===== src/hw/rtl/dvp_pkg.sv =====
`default_nettype none
package dvp_pkg;

  // parse phase of the current component
  typedef enum logic [1:0] {
    PH_SPACE,
    PH_SIGNED,
    PH_DIGITS,
    PH_DONE
  } phase_t;

  // character codes
  localparam logic [7:0] CH_DOT   = 8'h2E;
  localparam logic [7:0] CH_PLUS  = 8'h2B;
  localparam logic [7:0] CH_MINUS = 8'h2D;
  localparam logic [7:0] CH_ZERO  = 8'h30;
  localparam logic [7:0] CH_NINE  = 8'h39;
  localparam logic [7:0] CH_SPACE = 8'h20;
  localparam logic [7:0] CH_TAB   = 8'h09;
  localparam logic [7:0] CH_CR    = 8'h0D;

  // saturation limits of the magnitude
  localparam logic [31:0] POS_LIMIT = 32'h7FFF_FFFF;
  localparam logic [31:0] NEG_LIMIT = 32'h8000_0000;
  localparam logic [3:0]  DEC_RADIX = 4'd10;

  // result layout
  localparam int         REPORTED  = 4;
  localparam logic [2:0] COUNT_MAX = 3'd7;

  typedef struct packed {
    logic [7:0] text_byte;
    logic       has_byte;
    logic       end_of_string;
  } item_t;

  typedef struct packed {
    logic [2:0]                 converted_count;
    logic [REPORTED-1:0][31:0]  value;
  } result_t;

  function automatic logic is_white(input logic [7:0] c);
    return (c == CH_SPACE) || ((c >= CH_TAB) && (c <= CH_CR));
  endfunction

  function automatic logic is_digit(input logic [7:0] c);
    return (c >= CH_ZERO) && (c <= CH_NINE);
  endfunction

endpackage
`default_nettype wire


===== src/hw/rtl/dotted_version_parser.sv =====
// Dotted version parser: takes one byte of a version string per transfer and
// parses up to NUM_COMPONENTS dot-separated signed decimal components with
// leading whitespace, an optional sign and saturation to the int32 range.
// One item is taken every cycle unless in_stall is high; the item that carries
// end_of_string passes the input register and then the result register, around
// the combinational parse step (one multiply-by-ten accumulate and compare).
// A finished result waits in the result register while input keeps flowing;
// only an end-of-string item behind a stalled result holds the input side.
// Components not converted read zero.
`default_nettype none
module dotted_version_parser #(
  parameter int NUM_COMPONENTS = 4
) (
  input  logic               clk,
  input  logic               rst_n,
  input  logic               in_valid,
  output logic               in_stall,
  input  logic [7:0]         in_text_byte,
  input  logic               in_has_byte,
  input  logic               in_end_of_string,
  output logic               out_valid,
  input  logic               out_stall,
  output logic [2:0]         out_converted_count,
  output logic signed [31:0] out_first_value,
  output logic signed [31:0] out_second_value,
  output logic signed [31:0] out_third_value,
  output logic signed [31:0] out_fourth_value
);
  import dvp_pkg::*;

  item_t   in_item;
  item_t   item;
  logic    item_fire;
  logic    out_busy;
  logic    result_fire;
  result_t result;
  result_t out_result;

  assign in_item = '{text_byte: in_text_byte, has_byte: in_has_byte,
                     end_of_string: in_end_of_string};

  // input register
  dvp_in_stage u_in (
    .clk      (clk),
    .rst_n    (rst_n),
    .in_valid (in_valid),
    .in_stall (in_stall),
    .in_item  (in_item),
    .out_busy (out_busy),
    .item_fire(item_fire),
    .item     (item)
  );

  // parser state and per-byte update
  dvp_parse_core #(
    .NUM_COMPONENTS(NUM_COMPONENTS)
  ) u_core (
    .clk        (clk),
    .rst_n      (rst_n),
    .item_fire  (item_fire),
    .item       (item),
    .result_fire(result_fire),
    .result     (result)
  );

  // result register
  dvp_out_stage u_out (
    .clk        (clk),
    .rst_n      (rst_n),
    .result_fire(result_fire),
    .result     (result),
    .out_busy   (out_busy),
    .out_valid  (out_valid),
    .out_stall  (out_stall),
    .out_result (out_result)
  );

  assign out_converted_count = out_result.converted_count;
  assign out_first_value     = out_result.value[0];
  assign out_second_value    = out_result.value[1];
  assign out_third_value     = out_result.value[2];
  assign out_fourth_value    = out_result.value[3];

endmodule
`default_nettype wire


===== src/hw/rtl/dvp_in_stage.sv =====
`default_nettype none
module dvp_in_stage (
  input  logic          clk,
  input  logic          rst_n,
  input  logic          in_valid,
  output logic          in_stall,
  input  dvp_pkg::item_t in_item,
  input  logic          out_busy,
  output logic          item_fire,
  output dvp_pkg::item_t item
);
  import dvp_pkg::*;

  logic  valid_r, valid_nxt;
  item_t item_r;
  logic  take;

  // an end-of-string item waits while the result register is still held
  assign item_fire = valid_r && !(item_r.end_of_string && out_busy);
  assign in_stall  = valid_r && !item_fire;
  assign take      = in_valid && !in_stall;
  assign item      = item_r;

  always_comb begin
    valid_nxt = valid_r;
    if (take) begin
      valid_nxt = 1'b1;
    end else if (item_fire) begin
      valid_nxt = 1'b0;
    end
  end

  // control register
  always_ff @(posedge clk) begin
    if (!rst_n) begin
      valid_r <= 1'b0;
    end else begin
      valid_r <= valid_nxt;
    end
  end

  // payload register
  always_ff @(posedge clk) begin
    if (take) begin
      item_r <= in_item;
    end
  end

endmodule
`default_nettype wire


===== src/hw/rtl/dvp_parse_core.sv =====
`default_nettype none
module dvp_parse_core #(
  parameter int NUM_COMPONENTS = 4
) (
  input  logic             clk,
  input  logic             rst_n,
  input  logic             item_fire,
  input  dvp_pkg::item_t   item,
  output logic             result_fire,
  output dvp_pkg::result_t result
);
  import dvp_pkg::*;

  localparam int IW = (NUM_COMPONENTS > 1) ? $clog2(NUM_COMPONENTS) : 1;
  localparam int CW = $clog2(NUM_COMPONENTS + 1);

  phase_t          phase_r, phase_nxt;
  logic [IW-1:0]   idx_r, idx_nxt;
  logic [CW-1:0]   count_r, count_nxt;
  logic            neg_r, neg_nxt;
  logic [31:0]     mag_r, mag_nxt;
  logic [31:0]     store_r   [NUM_COMPONENTS];
  logic [31:0]     store_nxt [NUM_COMPONENTS];

  logic [7:0]      c;
  logic [3:0]      digit;
  logic [31:0]     mag_base;
  logic [31:0]     limit;
  logic [35:0]     prod;
  logic [31:0]     mag_acc;
  logic [31:0]     signed_val;
  logic            take_digit;
  logic            more_left;
  logic [2:0]      count_out;
  logic [REPORTED-1:0][31:0] rep_value;

  // multiply-by-ten accumulate with saturation
  assign c          = item.text_byte;
  assign digit      = 4'(c - CH_ZERO);
  assign mag_base   = (phase_r == PH_DIGITS) ? mag_r : 32'd0;
  assign limit      = neg_r ? NEG_LIMIT : POS_LIMIT;
  assign prod       = 36'(mag_base) * 36'(DEC_RADIX) + 36'(digit);
  assign mag_acc    = (prod <= 36'(limit)) ? prod[31:0] : limit;
  assign signed_val = neg_r ? (32'd0 - mag_acc) : mag_acc;
  assign more_left  = ((IW + 1)'(idx_r) + (IW + 1)'(1)) < (IW + 1)'(NUM_COMPONENTS);

  // next state for one byte
  always_comb begin
    phase_nxt  = phase_r;
    idx_nxt    = idx_r;
    count_nxt  = count_r;
    neg_nxt    = neg_r;
    mag_nxt    = mag_r;
    take_digit = 1'b0;
    for (int k = 0; k < NUM_COMPONENTS; k++) begin
      store_nxt[k] = store_r[k];
    end
    if (item.has_byte) begin
      unique case (phase_r)
        PH_SPACE: begin
          if (is_white(c)) begin
            phase_nxt = PH_SPACE;
          end else if ((c == CH_PLUS) || (c == CH_MINUS)) begin
            neg_nxt   = (c == CH_MINUS);
            phase_nxt = PH_SIGNED;
          end else if (is_digit(c)) begin
            take_digit = 1'b1;
            count_nxt  = count_r + CW'(1);
          end else begin
            phase_nxt = PH_DONE;
          end
        end
        PH_SIGNED: begin
          if (is_digit(c)) begin
            take_digit = 1'b1;
            count_nxt  = count_r + CW'(1);
          end else begin
            phase_nxt = PH_DONE;
          end
        end
        PH_DIGITS: begin
          if (is_digit(c)) begin
            take_digit = 1'b1;
          end else if ((c == CH_DOT) && more_left) begin
            idx_nxt   = idx_r + IW'(1);
            neg_nxt   = 1'b0;
            mag_nxt   = 32'd0;
            phase_nxt = PH_SPACE;
          end else begin
            phase_nxt = PH_DONE;
          end
        end
        PH_DONE: begin
          phase_nxt = PH_DONE;
        end
        default: begin
          phase_nxt = PH_DONE;
        end
      endcase
    end
    if (take_digit) begin
      mag_nxt          = mag_acc;
      phase_nxt        = PH_DIGITS;
      store_nxt[idx_r] = signed_val;
    end
  end

  // result built from the state after this byte
  assign count_out = (32'(count_nxt) > 32'(COUNT_MAX)) ? COUNT_MAX : 3'(count_nxt);

  for (genvar k = 0; k < REPORTED; k++) begin : g_rep
    if (k < NUM_COMPONENTS) begin : g_used
      assign rep_value[k] = store_nxt[k];
    end else begin : g_absent
      assign rep_value[k] = 32'd0;
    end
  end

  assign result      = '{converted_count: count_out, value: rep_value};
  assign result_fire = item_fire && item.end_of_string;

  // parser state, cleared at reset and after the last item of a string
  always_ff @(posedge clk) begin
    if (!rst_n || (item_fire && item.end_of_string)) begin
      phase_r <= PH_SPACE;
      idx_r   <= '0;
      count_r <= '0;
      neg_r   <= 1'b0;
      mag_r   <= 32'd0;
      for (int k = 0; k < NUM_COMPONENTS; k++) begin
        store_r[k] <= 32'd0;
      end
    end else if (item_fire) begin
      phase_r <= phase_nxt;
      idx_r   <= idx_nxt;
      count_r <= count_nxt;
      neg_r   <= neg_nxt;
      mag_r   <= mag_nxt;
      for (int k = 0; k < NUM_COMPONENTS; k++) begin
        store_r[k] <= store_nxt[k];
      end
    end
  end

endmodule
`default_nettype wire


===== src/hw/rtl/dvp_out_stage.sv =====
`default_nettype none
module dvp_out_stage (
  input  logic             clk,
  input  logic             rst_n,
  input  logic             result_fire,
  input  dvp_pkg::result_t result,
  output logic             out_busy,
  output logic             out_valid,
  input  logic             out_stall,
  output dvp_pkg::result_t out_result
);
  import dvp_pkg::*;

  logic    valid_r, valid_nxt;
  result_t result_r;

  assign out_busy   = valid_r && out_stall;
  assign out_valid  = valid_r;
  assign out_result = result_r;

  // hold while stalled, drop after a transfer, load a new result
  always_comb begin
    valid_nxt = valid_r && out_stall;
    if (result_fire) begin
      valid_nxt = 1'b1;
    end
  end

  always_ff @(posedge clk) begin
    if (!rst_n) begin
      valid_r <= 1'b0;
    end else begin
      valid_r <= valid_nxt;
    end
  end

  // result payload
  always_ff @(posedge clk) begin
    if (result_fire) begin
      result_r <= result;
    end
  end

endmodule
`default_nettype wire


===== config.mk =====
export PLATFORM = sky130hd
export DESIGN_NAME = dotted_version_parser
export DESIGN_NICKNAME = d
export VERILOG_FILES = /design/src/hw/rtl/dvp_pkg.sv /design/src/hw/rtl/dotted_version_parser.sv /design/src/hw/rtl/dvp_in_stage.sv /design/src/hw/rtl/dvp_parse_core.sv /design/src/hw/rtl/dvp_out_stage.sv
export SDC_FILE = /design/constraint.sdc
export NUM_CORES = 1
export LEC_CHECK = 0
export ABC_AREA = 0
export BUFFER_PORTS_ARGS = -buffer_cell sky130_fd_sc_hd__buf_2
export CAP_MARGIN = 20
export CORE_MARGIN = 5
export CORE_UTILIZATION = 58
export DETAILED_ROUTE_END_ITERATION = 8
export PLACE_DENSITY = 0.87
export SLEW_MARGIN = 10
export SYNTH_ARGS = -nofsm -noshare
export SYNTH_HDL_FRONTEND = slang
export SYNTH_SLANG_ARGS = --single-unit

===== constraint.sdc =====
create_clock -name clk -period 11.25 [get_ports clk]
set_clock_uncertainty 0.15 [all_clocks]
set_input_delay 0.5625 -clock clk [delete_from_list [all_inputs] [get_ports clk]]
set_output_delay 0.5625 -clock clk [all_outputs]
set_load 0.02 [all_outputs]

==> impl_metrics.yaml <==
timing:
  relSlewSlack_pct: 20.1
  rsz0062_at_grt: "false"
  hold_viol: 0
  slew_violations: 0
  fin_tns_setup_ns: 0
  fin_crit_ns: 10.53
  whs_ns: 0.0738
  finalCritPeriodShare_pct: 93.6
  setup-violations-final: 0
  worst_slew_pin_slew_ns: 1.19
  fmax_mhz: 95.0
worst_setup_path:
  end_kind: "flip-flop"
  critical_path.max_fanout: 40
  reg2reg_to: "u_core.store_r[1][18]$_SDFFCE_PN0P_"
  rrSetupSlack_ns: 0.72
  critical_path_class: "reg -> reg"
  start_kind: "flip-flop"
  reg2reg_from: "u_core.phase_r[0]$_SDFFE_PP0P_"
  critPathMostFrequentCell: "ha_1"
  crit_slowest_cell: "nor4_1"
  worstPathArrival_ns: 10.66
  slowest_delay_ns: 0.61
  cp.required_ns: 11.38
  r2r_cells: 38
global_route:
  antenna_found_initial: 0
  first_global_vias: 14300
  track_usage_pct: 26.9
  grt_max_degree: 79
  grt_overflow: 0
  grt_pass1_wl_um: 77700
power:
  p_seq_share_pct: 51.6
  total_power_uw: 2560
  p_switching_uw: 577
  p_int_uw: 1990
  ir_worst_vdd_mv: 0.104
  p_sw_share_pct: 22.5
  power_frac_comb_pct: 5.3
  power.leakage_uw: 0.00816
  power.density_mw_per_mm2: 125
  clock_power_share_pct: 43.1
cts:
  cts_tree: "built"
  ctsHtreeMaxLevel: 2
  cts-root-buf: "clkbuf_16"
  clk_pin_slew_worst_paths_ns: 0.06
  clock_path_buffers: 3
  cts_sinks: 311
  clk_latency_ns: 0.52
  cts_buffers: 34
  holdBufCountCts: 0
yosys:
  synthCells: 1801
  synth_edf_count: 269
  synthTopCellsByArea: "edfxtp_1, ha_1, dfxtp_1, a21oi_1, nand2_1"
  synth.avg_cell_area_um2: 10.1
  syn_nets: 1914
  yosysSeqAreaShare_pct: 48.8
  netlist_area_mm2: 0.0183
  synth-seq-cells: 311
  yosysWarnings: 0
  yosys.area.top_type: "edfxtp_1"
  synthArstFlopShare_pct: 0
  synth_cell_types: 91
  netlist.area_leader.share_pct: 44.2
  ys.flop_type: "edfxtp_1"
route:
  vias: 15100
  drc: 0
  dr.pass1.iters: 6
  wl_per_cell_um: 21.0
  drt_iter0_drc: 1666
  wl_um: 48800
  vias_per_cell: 6.48
  ant_nets: 0
worst_hold_path:
  holdPathEnd: "u_in.item[4]$_DFFE_PP_"
  hold_path_depth: 1
  hp-start: "in_text_byte[2]"
  hp-class: "in -> reg"
job:
  maxCapViolCount: 0
floorplanning:
  die_x_um: 187
  dieArea_mm2: 0.0351
  rows: 65
  core_mm2: 0.0313
  ios: 147
  die_h_um: 187
  initial_core_util_pct: 58.3
finish:
  nets: 2015
  fin_cells: 2326
  antennaDiodeCount: 0
  fillers: 2338
  fin_area_mm2: 0.0204
  area_growth_pct: 11.9
  drive_above_1_share_pct: 15.4
placement:
  dp_hpwl_um: 33800
  portBuffers: 146
  place.gp.congestion: 0.907
  place_area_mm2: 0.0193
  dpl.cell_count: 2265
run_status:
  status: "finished, final reports clean"
registers in the layout, summed over array words and instances, names as in the netlist:
signal,count
u_out.out_result,131
u_core.store_r,128
u_core.mag_r,32
u_in.item,10
u_core.count_r,3
u_core.idx_r,2
u_core.phase_r,2
u_core.neg_r,1
u_in.valid_r,1
u_out.out_valid,1
cells in the mapped netlist, types with 10 or more instances:
cell type and count:
nor3_1 33, buf_2 11, dfxtp_1 42, o21ai_0 111
a31oi_1 17, nor2_1 146, o21a_1 15, or3_1 15
and3_1 18, a211oi_1 56, xnor2_1 33, mux2_2 11
and4_1 10, a21o_1 17, o211ai_1 22, a21oi_1 144
xor2_1 28, nand2_1 158, nand3_1 71, clkbuf_1 87
edfxtp_1 269, inv_1 38, nor2b_1 10, o21ai_1 34
and2_1 90, nand4_1 29, mux2i_1 14, ha_1 97
layer usage:
metal  GRT usage [%]  vias up  share of wire (%)
met5               0        -                  0
met4            10.1        0                3.6
met3            3.83      121                8.3
met2            43.7      825                 47
met1            37.1     7152                 41
li1                -     6974                  -
critical path, delay by kind of cell, from the launching register on:
family,cells,cell delay [ns]
mux,1,0.38
fa+ha+maj,5,1.66
buf+inv,4,0.82
compound gates,11,2.63
simple gates,16,3.95
xor+xnor,1,0.36
flops,1,0.34
cell usage in the layout, fill, tap and decap left out, drive strengths merged, types with 6 or more instances in the layout:
cell	count
a21oi	149
nand4	30
nand3	72
ha	97
xor2	28
a22oi	11
buf	173
and2	91
o211ai	23
nor4	14
clkbuf	40
inv	42
mux2i	14
a2bb2oi	6
edfxtp	269
o21ai	149
a2111oi	6
and3	18
a211o	7
dfxtp	42
a21o	17
mux2	11
nand2	159
nand2b	9
nor2	147
xnor2	34
nor2b	10
and4	10
clkinv	9
a31oi	17
nand4b	7
o21a	15
a211oi	66
nor3	33
or3	15
how the worst max path moves through the flow:
stage,from,end,cells past startpoint
5_1_grt,u_core.phase_r[0]$_SDFFE_PP0P_,u_core.store_r[1][18]$_SDFFCE_PN0P_,38
4_1_cts,u_core.phase_r[0]$_SDFFE_PP0P_,u_core.store_r[1][18]$_SDFFCE_PN0P_,38
6_report,u_core.phase_r[0]$_SDFFE_PP0P_,u_core.store_r[1][18]$_SDFFCE_PN0P_,38
2_1_floorplan,u_core.phase_r[0]$_SDFFE_PP0P_,u_core.store_r[1][18]$_SDFFCE_PN0P_,40
3_3_place_gp,u_core.phase_r[0]$_SDFFE_PP0P_,u_core.store_r[3][18]$_SDFFCE_PN0P_,37
3_5_place_dp,u_core.phase_r[0]$_SDFFE_PP0P_,u_core.store_r[1][18]$_SDFFCE_PN0P_,37
what timing repair did:
action                                  in CTS  in global routing
endpoints found under the setup margin       0                  4
buffers inserted                             0                  0
gates resized for setup                      0                  3
area by class of cell:
| type | count | area [um2] | area share (%) |
|---|---|---|---|
| flip-flops and latches | 311 | 8920 | 43.7 |
| multi-input cells | 1344 | 8810 | 43.1 |
| well taps | 402 | 503 | 2.46 |
| inverters | 38 | 148 | 0.723 |
| clock buffers | 40 | 895 | 4.38 |
| clock inverters | 18 | 193 | 0.943 |
| repair buffers | 173 | 963 | 4.72 |
power by group through the flow:
stage,Combinational [uW],Clock [uW],Sequential (uW)
final,135,1110,1320
after global routing,148,1160,1330
after CTS,134,1110,1320
after detailed placement,132,0,1350
after global placement,126,0,1340
after floorplan,71.3,0,1360
kinds of logic after synthesis:
family | share of synthesized area [%]
XOR/XNOR | 3.01
multiplexers | 1.45
AND/OR/NAND/NOR | 18.1
AO/OA/AOI/OAI | 18.6
adder cells (fa/ha/maj) | 6.87
flip-flops | 48.8
buffers and inverters | 3.17
stage by stage:
| step | util (%) | worst slack [ns] |
|---|---|---|
| after global placement | 61.5 | 1.13 |
| after global routing | 65.3 | 0.214 |
| after floorplan | - | 1.90 |
| after CTS | 65.1 | 0.717 |
| final | 65.3 | 0.722 |
| after detailed placement | 61.7 | 0.754 |
Power figures use the tool's default switching activity.
